$ cat src/hdl/tts_pkg.sv
`timescale 1ns / 1ps
// ----------------------------------------------------------------------------
// tts_pkg
// Shared constants, codes and types of the timed task slot scheduler.
// ----------------------------------------------------------------------------
package tts_pkg;

    localparam int SLOTS = 16;
    localparam int IDX_W = (SLOTS > 1) ? $clog2(SLOTS) : 1;

    typedef enum logic [1:0] {
        OP_ADD        = 2'd0,
        OP_CANCEL     = 2'd1,
        OP_CANCEL_ALL = 2'd2,
        OP_PERIODIC   = 2'd3
    } op_t;

    typedef enum logic [2:0] {
        ST_IDLE = 3'b001,
        ST_SCAN = 3'b010,
        ST_DONE = 3'b100
    } state_t;

    // controller to datapath
    typedef struct packed {
        logic             capture;
        logic             step;
        logic [IDX_W-1:0] idx;
        logic             finish;
    } cmd_t;

    // datapath to controller
    typedef struct packed {
        logic hold;
        logic out_free;
    } stat_t;

    // exponential delay: larger delays count down only on some phases
    function automatic logic dec_allowed(input logic [7:0] d, input logic [3:0] ph);
        logic r;
        if ((d & 8'h80) != 8'h00) begin
            r = ((ph & 4'h0f) == 4'h0);
        end else if ((d & 8'hc0) != 8'h00) begin
            r = ((ph & 4'h07) == 4'h0);
        end else if ((d & 8'he0) != 8'h00) begin
            r = ((ph & 4'h03) == 4'h0);
        end else if ((d & 8'hf0) != 8'h00) begin
            r = ((ph & 4'h01) == 4'h0);
        end else begin
            r = 1'b1;
        end
        return r;
    endfunction

endpackage

$ cat src/hdl/timed_task_slot_scheduler.sv
`timescale 1ns / 1ps
// ----------------------------------------------------------------------------
// timed_task_slot_scheduler
// Task slot table with add, cancel, cancel all and periodic dispatch/tick.
//
//   port group  dir  tdata (low bit up)              tuser       tlast
//   s_*         in   task_id, delay, param           op          -
//   m_*         out  ok, out_task, out_param,        kind        last
//                    any_pending (6 pad bits)
//
// An accepted beat scans the table one slot per cycle while no dispatch is
// held by the output, then commits and loads the status beat once the output
// register is free; cancel all skips the scan. Ready is low from accept to
// commit. The scan index counter on the one slot read port sets the pace.
// Dispatch beats are emitted during the scan; a stalled m_tready holds the
// scan on the slot being dispatched. Reset clears the table and tick phase.
// ----------------------------------------------------------------------------
module timed_task_slot_scheduler import tts_pkg::*; (
    input  logic        aclk,
    input  logic        aresetn,
    input  logic        s_tvalid,
    output logic        s_tready,
    input  logic [23:0] s_tdata,   // task_id, delay, param
    input  logic [1:0]  s_tuser,   // op
    output logic        m_tvalid,
    input  logic        m_tready,
    output logic [23:0] m_tdata,   // ok, out_task, out_param, any_pending
    output logic        m_tuser,   // kind
    output logic        m_tlast
);

    cmd_t       cmd;
    stat_t      stat;
    logic       ok, anyp;
    logic [7:0] otask, oparam;

    tts_ctrl u_ctrl (
        .aclk     (aclk),
        .aresetn  (aresetn),
        .s_tvalid (s_tvalid),
        .s_tready (s_tready),
        .s_op     (s_tuser),
        .stat     (stat),
        .cmd      (cmd)
    );

    tts_datapath u_dp (
        .aclk            (aclk),
        .aresetn         (aresetn),
        .cmd             (cmd),
        .stat            (stat),
        .in_op           (s_tuser),
        .in_task_id      (s_tdata[7:0]),
        .in_delay        (s_tdata[15:8]),
        .in_param        (s_tdata[23:16]),
        .m_tvalid        (m_tvalid),
        .m_tready        (m_tready),
        .out_kind        (m_tuser),
        .out_ok          (ok),
        .out_task        (otask),
        .out_param       (oparam),
        .out_any_pending (anyp),
        .out_last        (m_tlast)
    );

    assign m_tdata = {6'd0, anyp, oparam, otask, ok};

endmodule

$ cat src/hdl/tts_ctrl.sv
`timescale 1ns / 1ps
// ----------------------------------------------------------------------------
// tts_ctrl
// Sequencer: accepts a beat, walks the slot index once (not for cancel all), then commits.
// ----------------------------------------------------------------------------
module tts_ctrl import tts_pkg::*; (
    input  logic       aclk,
    input  logic       aresetn,
    input  logic       s_tvalid,
    output logic       s_tready,
    input  logic [1:0] s_op,
    input  stat_t      stat,
    output cmd_t       cmd
);

    state_t           state_reg, state_next;
    logic [IDX_W-1:0] idx_reg, idx_next;
    logic             accept;

    assign s_tready = (state_reg == ST_IDLE);
    assign accept   = s_tvalid && s_tready;

    always_comb begin
        state_next  = state_reg;
        idx_next    = idx_reg;
        cmd.capture = 1'b0;
        cmd.step    = 1'b0;
        cmd.finish  = 1'b0;
        cmd.idx     = idx_reg;
        case (state_reg)
            ST_IDLE: begin
                if (accept) begin
                    cmd.capture = 1'b1;
                    idx_next    = '0;
                    if (op_t'(s_op) == OP_CANCEL_ALL) begin
                        state_next = ST_DONE;
                    end else begin
                        state_next = ST_SCAN;
                    end
                end
            end
            ST_SCAN: begin
                cmd.step = 1'b1;
                if (!stat.hold) begin
                    if (idx_reg == IDX_W'(SLOTS - 1)) begin
                        state_next = ST_DONE;
                    end else begin
                        idx_next = idx_reg + IDX_W'(1);
                    end
                end
            end
            ST_DONE: begin
                // status beat needs the output register
                if (stat.out_free) begin
                    cmd.finish = 1'b1;
                    state_next = ST_IDLE;
                end
            end
            default: begin
                state_next = ST_IDLE;
            end
        endcase
    end

    always_ff @(posedge aclk) begin
        if (!aresetn) begin
            state_reg <= ST_IDLE;
            idx_reg   <= '0;
        end else begin
            state_reg <= state_next;
            idx_reg   <= idx_next;
        end
    end

endmodule

$ cat src/hdl/tts_datapath.sv
`timescale 1ns / 1ps
// ----------------------------------------------------------------------------
// tts_datapath
// Slot table, scan bookkeeping, tick phase and the output register.
// ----------------------------------------------------------------------------
module tts_datapath import tts_pkg::*; (
    input  logic        aclk,
    input  logic        aresetn,
    input  cmd_t        cmd,
    output stat_t       stat,
    input  logic [1:0]  in_op,
    input  logic [7:0]  in_task_id,
    input  logic [7:0]  in_delay,
    input  logic [7:0]  in_param,
    output logic        m_tvalid,
    input  logic        m_tready,
    output logic        out_kind,
    output logic        out_ok,
    output logic [7:0]  out_task,
    output logic [7:0]  out_param,
    output logic        out_any_pending,
    output logic        out_last
);

    logic [SLOTS-1:0] used_reg;
    logic [7:0]       task_reg  [SLOTS];
    logic [7:0]       param_reg [SLOTS];
    logic [7:0]       delay_reg [SLOTS];
    logic [3:0]       phase_reg;

    op_t              op_reg;
    logic [7:0]       id_reg, dly_reg, par_reg;
    logic             match_found_reg, tgt_found_reg, pend_reg;
    logic [IDX_W-1:0] match_idx_reg, tgt_idx_reg;

    logic             valid_reg;
    logic             kind_reg, ok_reg, anyp_reg, last_reg;
    logic [7:0]       otask_reg, oparam_reg;

    logic             cur_used, id_hit, dispatch, out_free, id_nz;
    logic [7:0]       cur_task, cur_param, cur_delay;
    logic [3:0]       phase_new;

    assign cur_used  = used_reg[cmd.idx];
    assign cur_task  = task_reg[cmd.idx];
    assign cur_param = param_reg[cmd.idx];
    assign cur_delay = delay_reg[cmd.idx];
    assign phase_new = phase_reg + 4'd1;
    assign id_nz     = (id_reg != 8'd0);
    assign id_hit    = cur_used && (cur_task == id_reg) && id_nz;
    assign out_free  = !valid_reg || m_tready;
    assign dispatch  = cmd.step && (op_reg == OP_PERIODIC) && cur_used &&
                       (cur_delay == 8'd0);

    assign stat.out_free = out_free;
    assign stat.hold     = dispatch && !out_free;

    // slot table
    always_ff @(posedge aclk) begin
        if (!aresetn) begin
            used_reg  <= '0;
            phase_reg <= 4'd0;
        end else begin
            if (cmd.step && op_reg == OP_PERIODIC && cur_used) begin
                if (cur_delay == 8'd0) begin
                    if (out_free) begin
                        used_reg[cmd.idx] <= 1'b0;
                    end
                end else if (dec_allowed(cur_delay, phase_new)) begin
                    delay_reg[cmd.idx] <= cur_delay - 8'd1;
                end
            end
            if (cmd.finish) begin
                case (op_reg)
                    OP_ADD: begin
                        // the target may be the slot just freed
                        if (match_found_reg &&
                            !(tgt_found_reg && tgt_idx_reg == match_idx_reg)) begin
                            used_reg[match_idx_reg] <= 1'b0;
                        end
                        if (tgt_found_reg) begin
                            used_reg[tgt_idx_reg]  <= 1'b1;
                            task_reg[tgt_idx_reg]  <= id_reg;
                            param_reg[tgt_idx_reg] <= par_reg;
                            delay_reg[tgt_idx_reg] <= dly_reg;
                        end
                    end
                    OP_CANCEL: begin
                        if (match_found_reg) begin
                            used_reg[match_idx_reg] <= 1'b0;
                        end
                    end
                    OP_CANCEL_ALL: begin
                        used_reg <= '0;
                    end
                    OP_PERIODIC: begin
                        phase_reg <= phase_new;
                    end
                    default: begin
                    end
                endcase
            end
        end
    end

    // scan bookkeeping
    always_ff @(posedge aclk) begin
        if (cmd.capture) begin
            op_reg          <= op_t'(in_op);
            id_reg          <= in_task_id;
            dly_reg         <= in_delay;
            par_reg         <= in_param;
            match_found_reg <= 1'b0;
            tgt_found_reg   <= 1'b0;
            pend_reg        <= 1'b0;
            match_idx_reg   <= '0;
            tgt_idx_reg     <= '0;
        end else if (cmd.step) begin
            if (id_hit && !match_found_reg) begin
                match_found_reg <= 1'b1;
                match_idx_reg   <= cmd.idx;
            end
            // first free slot, counting the one the add itself cancels
            if (op_reg == OP_ADD && id_nz && !tgt_found_reg &&
                (!cur_used || (id_hit && !match_found_reg))) begin
                tgt_found_reg <= 1'b1;
                tgt_idx_reg   <= cmd.idx;
            end
            if (op_reg == OP_PERIODIC && cur_used) begin
                pend_reg <= 1'b1;
            end
        end
    end

    // output register
    always_ff @(posedge aclk) begin
        if (!aresetn) begin
            valid_reg <= 1'b0;
        end else if (dispatch && out_free) begin
            valid_reg <= 1'b1;
        end else if (cmd.finish) begin
            valid_reg <= 1'b1;
        end else if (m_tready) begin
            valid_reg <= 1'b0;
        end
    end

    always_ff @(posedge aclk) begin
        if (dispatch && out_free) begin
            kind_reg   <= 1'b1;
            ok_reg     <= 1'b0;
            otask_reg  <= cur_task;
            oparam_reg <= cur_param;
            anyp_reg   <= 1'b0;
            last_reg   <= 1'b0;
        end else if (cmd.finish) begin
            kind_reg   <= 1'b0;
            otask_reg  <= 8'd0;
            oparam_reg <= 8'd0;
            last_reg   <= 1'b1;
            anyp_reg   <= (op_reg == OP_PERIODIC) && pend_reg;
            case (op_reg)
                OP_ADD:    ok_reg <= tgt_found_reg;
                OP_CANCEL: ok_reg <= match_found_reg;
                default:   ok_reg <= 1'b0;
            endcase
        end
    end

    assign m_tvalid        = valid_reg;
    assign out_kind        = kind_reg;
    assign out_ok          = ok_reg;
    assign out_task        = otask_reg;
    assign out_param       = oparam_reg;
    assign out_any_pending = anyp_reg;
    assign out_last        = last_reg;

endmodule

$ cat config.mk
export PLATFORM = sky130hd
export DESIGN_NAME = timed_task_slot_scheduler
export DESIGN_NICKNAME = d
export VERILOG_FILES = /design/src/hdl/tts_pkg.sv /design/src/hdl/timed_task_slot_scheduler.sv /design/src/hdl/tts_ctrl.sv /design/src/hdl/tts_datapath.sv
export SDC_FILE = /design/constraint.sdc
export NUM_CORES = 1
export LEC_CHECK = 0
export BUFFER_PORTS_ARGS = -buffer_cell sky130_fd_sc_hd__buf_2
export CORE_MARGIN = 2
export CORE_UTILIZATION = 60
export CTS_BUF_LIST = sky130_fd_sc_hd__clkbuf_2 sky130_fd_sc_hd__clkbuf_4 sky130_fd_sc_hd__clkbuf_8
export CTS_CLUSTER_DIAMETER = 120
export DETAILED_ROUTE_END_ITERATION = 10
export PLACE_DENSITY_LB_ADDON = 0.08
export SLEW_MARGIN = 20
export SYNTH_ARGS = -nofsm -noshare
export SYNTH_HDL_FRONTEND = slang
export SYNTH_SLANG_ARGS = --single-unit
$ cat constraint.sdc
create_clock -name aclk -period 4.31 [get_ports aclk]
set_input_delay 1.0775 -clock aclk [delete_from_list [all_inputs] [get_ports aclk]]
set_output_delay 1.0775 -clock aclk [all_outputs]
set_load 0.1 [all_outputs]
==> results.toml, run 1 <==
[status]
status = "completed"

[synthesis]
synth_area_leaders = "edfxtp_1 66%, mux4_2 11%, dfxtp_1 4.8%"
synth-edff-count = 426
synth_area_per_cell_um2 = 17.6
async_reset_ff_frac = 0
syn_area_um2 = 19400
ys.flop_type = "edfxtp_1"
yosys_warnings = 0
yosysUniqueCellTypes = 64
syn_inst = 1101
ys_seq_elements = 473
yosysTopAreaCell = "edfxtp_1"
synth_top_cell_area_share = 0.659
seq_area_frac_synth = 0.708

[clock_network]
cts-resized-gates = 0
cts_root_buf = "clkbuf_8"
path_clk_slew_ns = 0.06
clockBufferDepth = 3
post-cts-setup-buffers = 0
h-tree-depth = 3
cts_buffers = 75
cts_sinks = 473
hold_buffers = 0
cts_tree = "done"
clock_latency_ns = 0.61

[global_route]
grt_pass1_wl_um = 66200
grt_pass1_vias = 10800
grt_max_degree = 41
grt_use_total = 0.270
antenna_found_initial = 2
gr-total-overflow = 0

[timing]
setup_tns_ns = 0
fmax_mhz = 252
finalMaxSlewViolations = 0
finClkSkew_ns = 0.0274
period_minus_slack_ns = 3.96
setup_viol = 0
fin_crit_sh = 0.920
rsz0062_at_grt = "no"
whs_ns = 0.448
slew_headroom = 0.328
report.final.hold_viol_count = 0
tightest_slew_ns = 0.998

[place]
io_buffer_count = 51
dpl.hpwl_um = 26800
place.gp.congestion = 0.928

[detailed_routing]
wl_per_cell_um = 26.1
wl_um = 44100
drt_drc_violations_left = 0
vias = 10800
drtIter0Drc = 1357
routed_via_density = 6.42
ant_nets = 0
first_pass_iters = 5

[worst_setup_path]
ff2ff_path_depth = 8
max_stage_delay_ns = 0.77
critPathKind = "reg -> reg"
start_kind = "flip-flop"
required_ns = 4.52
cp.arrival_ns = 4.18
worst_setup_path_end_kind = "flip-flop"
path_max_fanout = 39
cp_top_family = "simple AND/OR/NAND/NOR gates"
path_cells = "mux2i_1 -> mux2i_1 -> mux4_2 -> a221oi_1 -> a32oi_1 -> nor3_1 -> a32oi_1 -> nor2_1"
rr_endpoint = "u_dp.delay_reg[4][7]"
r2r_slack_ns = 0.35
critPathBufInv = 0
cp.depth = 8
cp_slowest_cell = "nor2_1"

[pwr]
p_comb_frac = 0.098
intPower_mw = 7.51
peakVddDrop_v = 0.000396
cellPowerDensity_nw_per_um2 = 459
clockPowerShare = 0.364
pwr-share-seq = 0.538
switchingPower_mw = 2.48
switching_share = 0.248
p_leak_nw = 7.01

[hold_path]
min_to = "u_dp.out_kind"
worstHoldPathCells = 2
hp-start = "u_dp.out_kind"
worstHoldPathType = "reg -> reg"

[die]
die_h_um = 184
die_area_um2 = 33800
pin_count = 58
start_util = 0.612
fp-row-count = 65
core_area_um2 = 31700
fp.dieW_um = 184

[final_layout]
fin_nets = 1267
antenna_cells = 0
area_growth_pct = 12.1
drive_gt1_frac = 0.282

[flow_run]
maxCapViolCount = 0
-- worst max path at each step --
stage	to	from	slack [ns]
after global routing	u_dp.delay_reg[4][7]	flip-flop	0.05
after detailed placement	u_dp.delay_reg[4][3]	flip-flop	0.39
after floorplan	u_dp.delay_reg[1][0]	flip-flop	0.83
final	u_dp.delay_reg[4][7]	flip-flop	0.35
after CTS	u_dp.delay_reg[4][7]	flip-flop	0.39
after global placement	u_dp.match_idx_reg[3]	flip-flop	0.59
-- per-stage QoR --
| stage | power (mW) | instances | utilization | area, um2 | setup slack [ns] |
|---|---|---|---|---|---|
| 5_1_grt | 10.3 | 1690 | 0.686 | 21800 | 0.0517 |
| 6_report | 9.99 | 1690 | 0.686 | 21800 | 0.346 |
| 4_1_cts | 10.0 | 1690 | 0.686 | 21800 | 0.393 |
| 2_1_floorplan | 6.16 | 1106 | - | 19400 | 0.832 |
| 3_3_place_gp | 6.42 | 1554 | 0.641 | 20300 | 0.587 |
| 3_5_place_dp | 6.44 | 1554 | 0.641 | 20300 | 0.388 |
-- layout by cell type (no fill, tap or decap), types with 23 or more instances in the layout --
master    instances
dfxtp_1          43
nor2_1           67
nand3_1          27
nand2_1          37
mux2i_1          53
a21oi_1          23
edfxtp_1        426
clkbuf_8         78
mux4_2           96
buf_2            51
buf_4            58
-- power by group through the flow --
stage          clock network, mW  registers (mW)  logic (mW)
3_5_place_dp                   0            5.47       0.972
3_3_place_gp                   0            5.46       0.963
4_1_cts                     3.70            5.37       0.975
2_1_floorplan                  0            5.43       0.739
5_1_grt                     3.90            5.39        1.04
6_report                    3.64            5.37       0.979
-- routing by layer --
layer / vias to the layer above / GRT usage / routed length (um)
met2: 571 / 0.406 / 20200
li1: 4663 / - / -
met1: 5532 / 0.409 / 19200
met5: - / 0 / 0
met4: 0 / 0.0771 / 807
met3: 76 / 0.0565 / 3870
-- tightest hold or removal path, stage by stage, from the launching register on --
cell and delay [ns]:
dfxtp_1 0.31, nand2_1 0.05, nand2_1 0.04
-- synth_stat cells, types with 3 or more instances --
master	count
a21oi_1	24
a221oi_2	3
a22o_1	4
a31oi_1	10
a32oi_1	3
a41oi_1	3
and2_1	7
and3_1	14
buf_1	3
buf_2	14
buf_4	18
buf_6	6
clkbuf_1	23
dfxtp_1	47
edfxtp_1	426
ha_1	8
inv_1	15
mux2_2	6
mux2i_1	53
mux4_1	6
mux4_2	96
nand2_1	37
nand2b_1	10
nand3_1	27
nand4_1	6
nor2_1	83
nor2b_1	14
nor3_1	12
nor3b_1	3
nor4_1	3
o211a_1	3
o211ai_1	16
o21ai_0	18
o21ai_1	3
o22ai_1	13
or3_1	5
xnor2_1	18
xor2_1	5
-- logic make-up after synthesis --
kind of cell | after synthesis | share of synthesized area
AO/OA/AOI/OAI | 123 | 0.0440
multiplexers | 161 | 0.150
flip-flops | 473 | 0.708
buffers and inverters | 82 | 0.0242
AND/OR/NAND/NOR | 230 | 0.0580
adder cells (fa/ha/maj) | 8 | 0.00516
XOR/XNOR | 23 | 0.0104
other | 1 | 0.000193
-- layout make-up --
cell class / count / area (um2)
sequential: 473 / 13700
fill: 2136 / 9960
multi-input combinational: 551 / 5270
clock buffer: 98 / 1220
timing repair buffer: 112 / 751
tap: 402 / 503
clock inverter: 38 / 206
inverter: 16 / 60.1
Note: power is estimated with default switching activity, not from simulation.
==> run 2: changes to the inputs <==
==> constraint.sdc (replaced) <==
create_clock -name aclk -period 4.31 [get_ports aclk]
set_input_delay 1.293 -clock aclk [delete_from_list [all_inputs] [get_ports aclk]]
set_output_delay 1.293 -clock aclk [all_outputs]
set_load 0.1 [all_outputs]
==> results.toml, run 2 (synthesis gave the netlist of run 1 again) <==
[timing]
finClkSkew_ns = 0.0335
setup_viol = 0
final.setup.worst_slack_ns = 0.377
tightest_slew_ns = 1.03
report.final.hold_viol_count = 0
slew_headroom = 0.303
rsz0062_at_grt = "no"
fin_crit_sh = 0.912
finalMaxSlewViolations = 0
setup_tns_ns = 0
fmax_mhz = 254
period_minus_slack_ns = 3.93

[place]
place_ws_ns = 0.433
place.gp.congestion = 0.866
io_buffer_count = 51
dpl.hpwl_um = 27300

[final_layout]
ff_latch_area_um2 = 13700
multi_input_area_um2 = 5270
area_growth_pct = 12.4
nFillCells = 2106
drive_gt1_frac = 0.285
layout_commonest_cell = "edfxtp_1"
final_cell_mix = "426 x edfxtp_1, 96 x mux4_2, 80 x clkbuf_8, 67 x nor2_1, 62 x buf_4"
fin_nets = 1271

[global_route]
met3_usage = 0.0517
grt_max_degree = 39
use_met1 = 0.410
grt_pass1_wl_um = 66700
gr-total-overflow = 0
grt_busiest_layer = "met2"
grt_pass1_vias = 10900
grt_use_total = 0.273
antenna_found_initial = 1
grtUsageMet2 = 0.414

[clock_network]
clock_latency_ns = 0.62
h-tree-depth = 3
post-cts-setup-buffers = 0
cts_root_buf = "clkbuf_8"
cts-resized-gates = 0
cts_buffers = 77
clockBufferDepth = 3
hold_buffers = 0
cts_tree = "done"
cts_sinks = 473
path_clk_slew_ns = 0.06

[die]
fp-row-count = 65
start_util = 0.612
die_area_um2 = 33800
pin_count = 58
die_h_um = 184
core_area_um2 = 31700
fp.dieW_um = 184

[detailed_routing]
first_pass_iters = 5
drtIter0Drc = 1110
vias = 10800
routed_via_density = 6.36
drt_drc_violations_left = 0
wl_per_cell_um = 26.1
wl_um = 44300
ant_nets = 0

[worst_setup_path]
path_cells = "mux2i_1 -> mux2i_1 -> mux4_2 -> a221oi_1 -> a32oi_1 -> nor3_1 -> a32oi_1 -> nor2_1"
cp.arrival_ns = 4.16
cp_top_family = "simple AND/OR/NAND/NOR gates"
worst_setup_path_end_kind = "flip-flop"
cp_slowest_cell = "nor2_1"
max_stage_delay_ns = 0.80
required_ns = 4.54
path_max_fanout = 29
critPathKind = "reg -> reg"
start_kind = "flip-flop"
critPathBufInv = 0

[status]
status = "completed"

[flow_run]
maxCapViolCount = 0

[pwr]
peakVddDrop_v = 0.000510
cellPowerDensity_nw_per_um2 = 464
p_leak_nw = 7.05

[hold_path]
worstHoldPathType = "reg -> reg"
-- run 2: cell count changes in the layout (fill, tap and decap cells not counted), moves of 2 or more --
cell	before	now
buf_4	58	62
clkbuf_4	20	28
clkbuf_8	78	80
buf_12	3	1
clkinv_2	12	5
-- run 2: worst paths after layout --
kind | slack (ns) | from | cells after the start | to
min | 0.46 | u_dp.out_kind | 2 | u_dp.out_kind
min reg2reg | 0.46 | u_dp.out_kind | 2 | u_dp.out_kind
max reg2reg | 0.38 | flip-flop | 8 | u_dp.delay_reg[0][4]
max | 0.38 | flip-flop | 8 | u_dp.delay_reg[0][4]
-- run 2: where the power goes --
group | switching [mW] | internal [mW] | leakage, nW
Sequential | 0.162 | 5.21 | 4.20
Combinational | 0.601 | 0.386 | 2.05
Clock | 1.74 | 2.04 | 0.794
Total | 2.50 | 7.63 | 7.05
-- run 2: final cells by class --
type,count,area share
Sequential cell,473,0.630
Clock inverter,33,0.00877
Multi-Input combinational cell,551,0.241
Clock buffer,108,0.0601
Timing Repair Buffer,114,0.0339
Inverter,16,0.00275
Antenna cell,1,0.000115
Tap cell,402,0.0231
-- run 2: layer usage --
metal,vias up,part of all wire,routed length [um]
li1,4685,-,-
met1,5555,0.43,19000
met4,0,0.025,1130
met5,-,0,0
met2,471,0.47,20700
met3,85,0.076,3370
-- run 2: stage by stage --
step                       util  cell area, um2  hold WS, ns  cells  power [mW]
after global placement    0.640           20300        0.434   1556        6.43
after floorplan               -           19400        0.441   1106        6.16
final                     0.688           21800        0.464   1698        10.1
after global routing      0.688           21800        0.489   1697        10.5
after CTS                 0.688           21800        0.467   1697        10.2
after detailed placement  0.640           20300        0.456   1556        6.45
-- run 2: worst reg2reg max path, delay by kind of cell (launching register included) --
kind / cells / cell delay [ns]
AO/OA/AOI/OAI: 3 / 0.65
flip-flops: 1 / 0.67
multiplexers: 3 / 0.97
AND/OR/NAND/NOR: 2 / 1.25
==> run 3: changes to the inputs <==
==> constraint.sdc (replaced) <==
create_clock -name aclk -period 3.7 [get_ports aclk]
set_input_delay 1.11 -clock aclk [delete_from_list [all_inputs] [get_ports aclk]]
set_output_delay 1.11 -clock aclk [all_outputs]
set_load 0.1 [all_outputs]
==> results.toml, run 3 (synthesis gave the netlist of run 1 again) <==
[final_layout]
area_growth_pct = 13.1
multi_input_area_um2 = 5280
ff_latch_area_um2 = 13700
fin_nets = 1287
layout_commonest_cell = "edfxtp_1"
final_cell_mix = "426 x edfxtp_1, 96 x mux4_2, 80 x clkbuf_8, 74 x buf_4, 66 x nor2_1"
drive_gt1_frac = 0.292
final_area_um2 = 22000
antenna_cells = 0
nFillCells = 2096

[detailed_routing]
routed_via_density = 6.37
wl_per_cell_um = 26.2
drtIter0Drc = 1242
ant_nets = 0
first_pass_iters = 7
vias = 10900
drt_drc_violations_left = 0
wl_um = 44700

[die]
core_area_um2 = 31700
fp-row-count = 65
pin_count = 58
die_area_um2 = 33800
die_h_um = 184
start_util = 0.612
fp.dieW_um = 184

[timing]
rsz0062_at_grt = "no"
tightest_slew_ns = 0.873
finalMaxSlewViolations = 0
finClkSkew_ns = 0.0335
final.setup.worst_slack_ns = 0.187
setup_viol = 0
whs_ns = 0.443
fmax_mhz = 285
setup_tns_ns = 0
slew_headroom = 0.412
fin_crit_sh = 0.950
period_minus_slack_ns = 3.51
report.final.hold_viol_count = 0

[place]
io_buffer_count = 51
place.gp.congestion = 0.900
dpl.hpwl_um = 26600
dpl_cell_area_um2 = 20500
place_ws_ns = -0.121

[pwr]
intPower_mw = 8.74
p_comb_frac = 0.104
cellPowerDensity_nw_per_um2 = 530
p_leak_nw = 7.11
clockPowerShare = 0.361
pwr-share-seq = 0.535
switchingPower_mw = 2.90
peakVddDrop_v = 0.000390
switching_share = 0.249

[global_route]
gr-total-overflow = 0
grt_use_total = 0.277
grt_max_degree = 60
grt_pass1_wl_um = 67200
grt_pass1_vias = 10900
antenna_found_initial = 0

[clock_network]
clock_latency_ns = 0.62
cts_root_buf = "clkbuf_8"
h-tree-depth = 3
path_clk_slew_ns = 0.06
hold_buffers = 0
cts_tree = "done"
cts_buffers = 75
clockBufferDepth = 3
cts_sinks = 473

[worst_setup_path]
start_kind = "flip-flop"
worst_setup_path_end_kind = "flip-flop"
cp.arrival_ns = 3.86
path_max_fanout = 19
required_ns = 4.05
critPathKind = "reg -> reg"

[status]
status = "completed"

[flow_run]
maxCapViolCount = 0

[hold_path]
worstHoldPathType = "reg -> reg"
run 3: power groups by stage:
stage,registers (mW),clock network (mW),logic [mW]
floorplan,6.32,0,0.861
global placement,6.33,0,1.19
detailed placement,6.33,0,1.20
CTS,6.22,4.29,1.20
global route,6.24,4.53,1.29
finish,6.22,4.20,1.21
run 3: cell type report:
| class | count | area share |
|---|---|---|
| inverter | 16 | 0.00274 |
| clock buffer | 100 | 0.0570 |
| multi-input combinational | 551 | 0.240 |
| sequential | 473 | 0.626 |
| tap | 402 | 0.0229 |
| timing repair buffer | 132 | 0.0434 |
| clock inverter | 35 | 0.00735 |
run 3: repair_timing:
item                       4_1_cts  5_1_grt
hold endpoints to repair         0        0
setup endpoints to repair       12       35
gates resized for setup          2        4
buffers inserted                 0        1
run 3: routing by layer:
metal,vias up,GRT usage,routed length [um]
met3,75,0.0489,3820
li1,4707,-,-
met2,600,0.414,20900
met4,0,0.0845,956
met1,5508,0.424,19000
met5,-,0,0
run 3: through the flow:
| stage | power [mW] | instances | util |
|---|---|---|---|
| floorplan | 7.18 | 1106 | - |
| global placement | 7.52 | 1573 | 0.646 |
| detailed placement | 7.53 | 1573 | 0.646 |
| CTS | 11.7 | 1708 | 0.691 |
| global route | 12.1 | 1709 | 0.692 |
| finish | 11.6 | 1709 | 0.692 |
run 3: path summary, 6_finish.rpt:
path	start	end	slack [ns]	cells after the start
max	flip-flop	u_dp.delay_reg[3][2]	0.19	12
min	u_dp.out_kind	u_dp.out_kind	0.44	2
min reg2reg	u_dp.out_kind	u_dp.out_kind	0.44	2
max reg2reg	flip-flop	u_dp.delay_reg[3][2]	0.19	12
run 3: worst max-delay path, stage by stage, from the launching register on:
cell     delay (ns)
dfxtp_4        0.60
buf_4          0.31
buf_4          0.18
mux4_2         0.54
o22a_1         0.24
a41oi_1        0.18
o21ai_1        0.15
nor2_1         0.16
nor3_1         0.10
buf_4          0.15
a31oi_1        0.36
nor2_1         0.10
buf_4          0.19
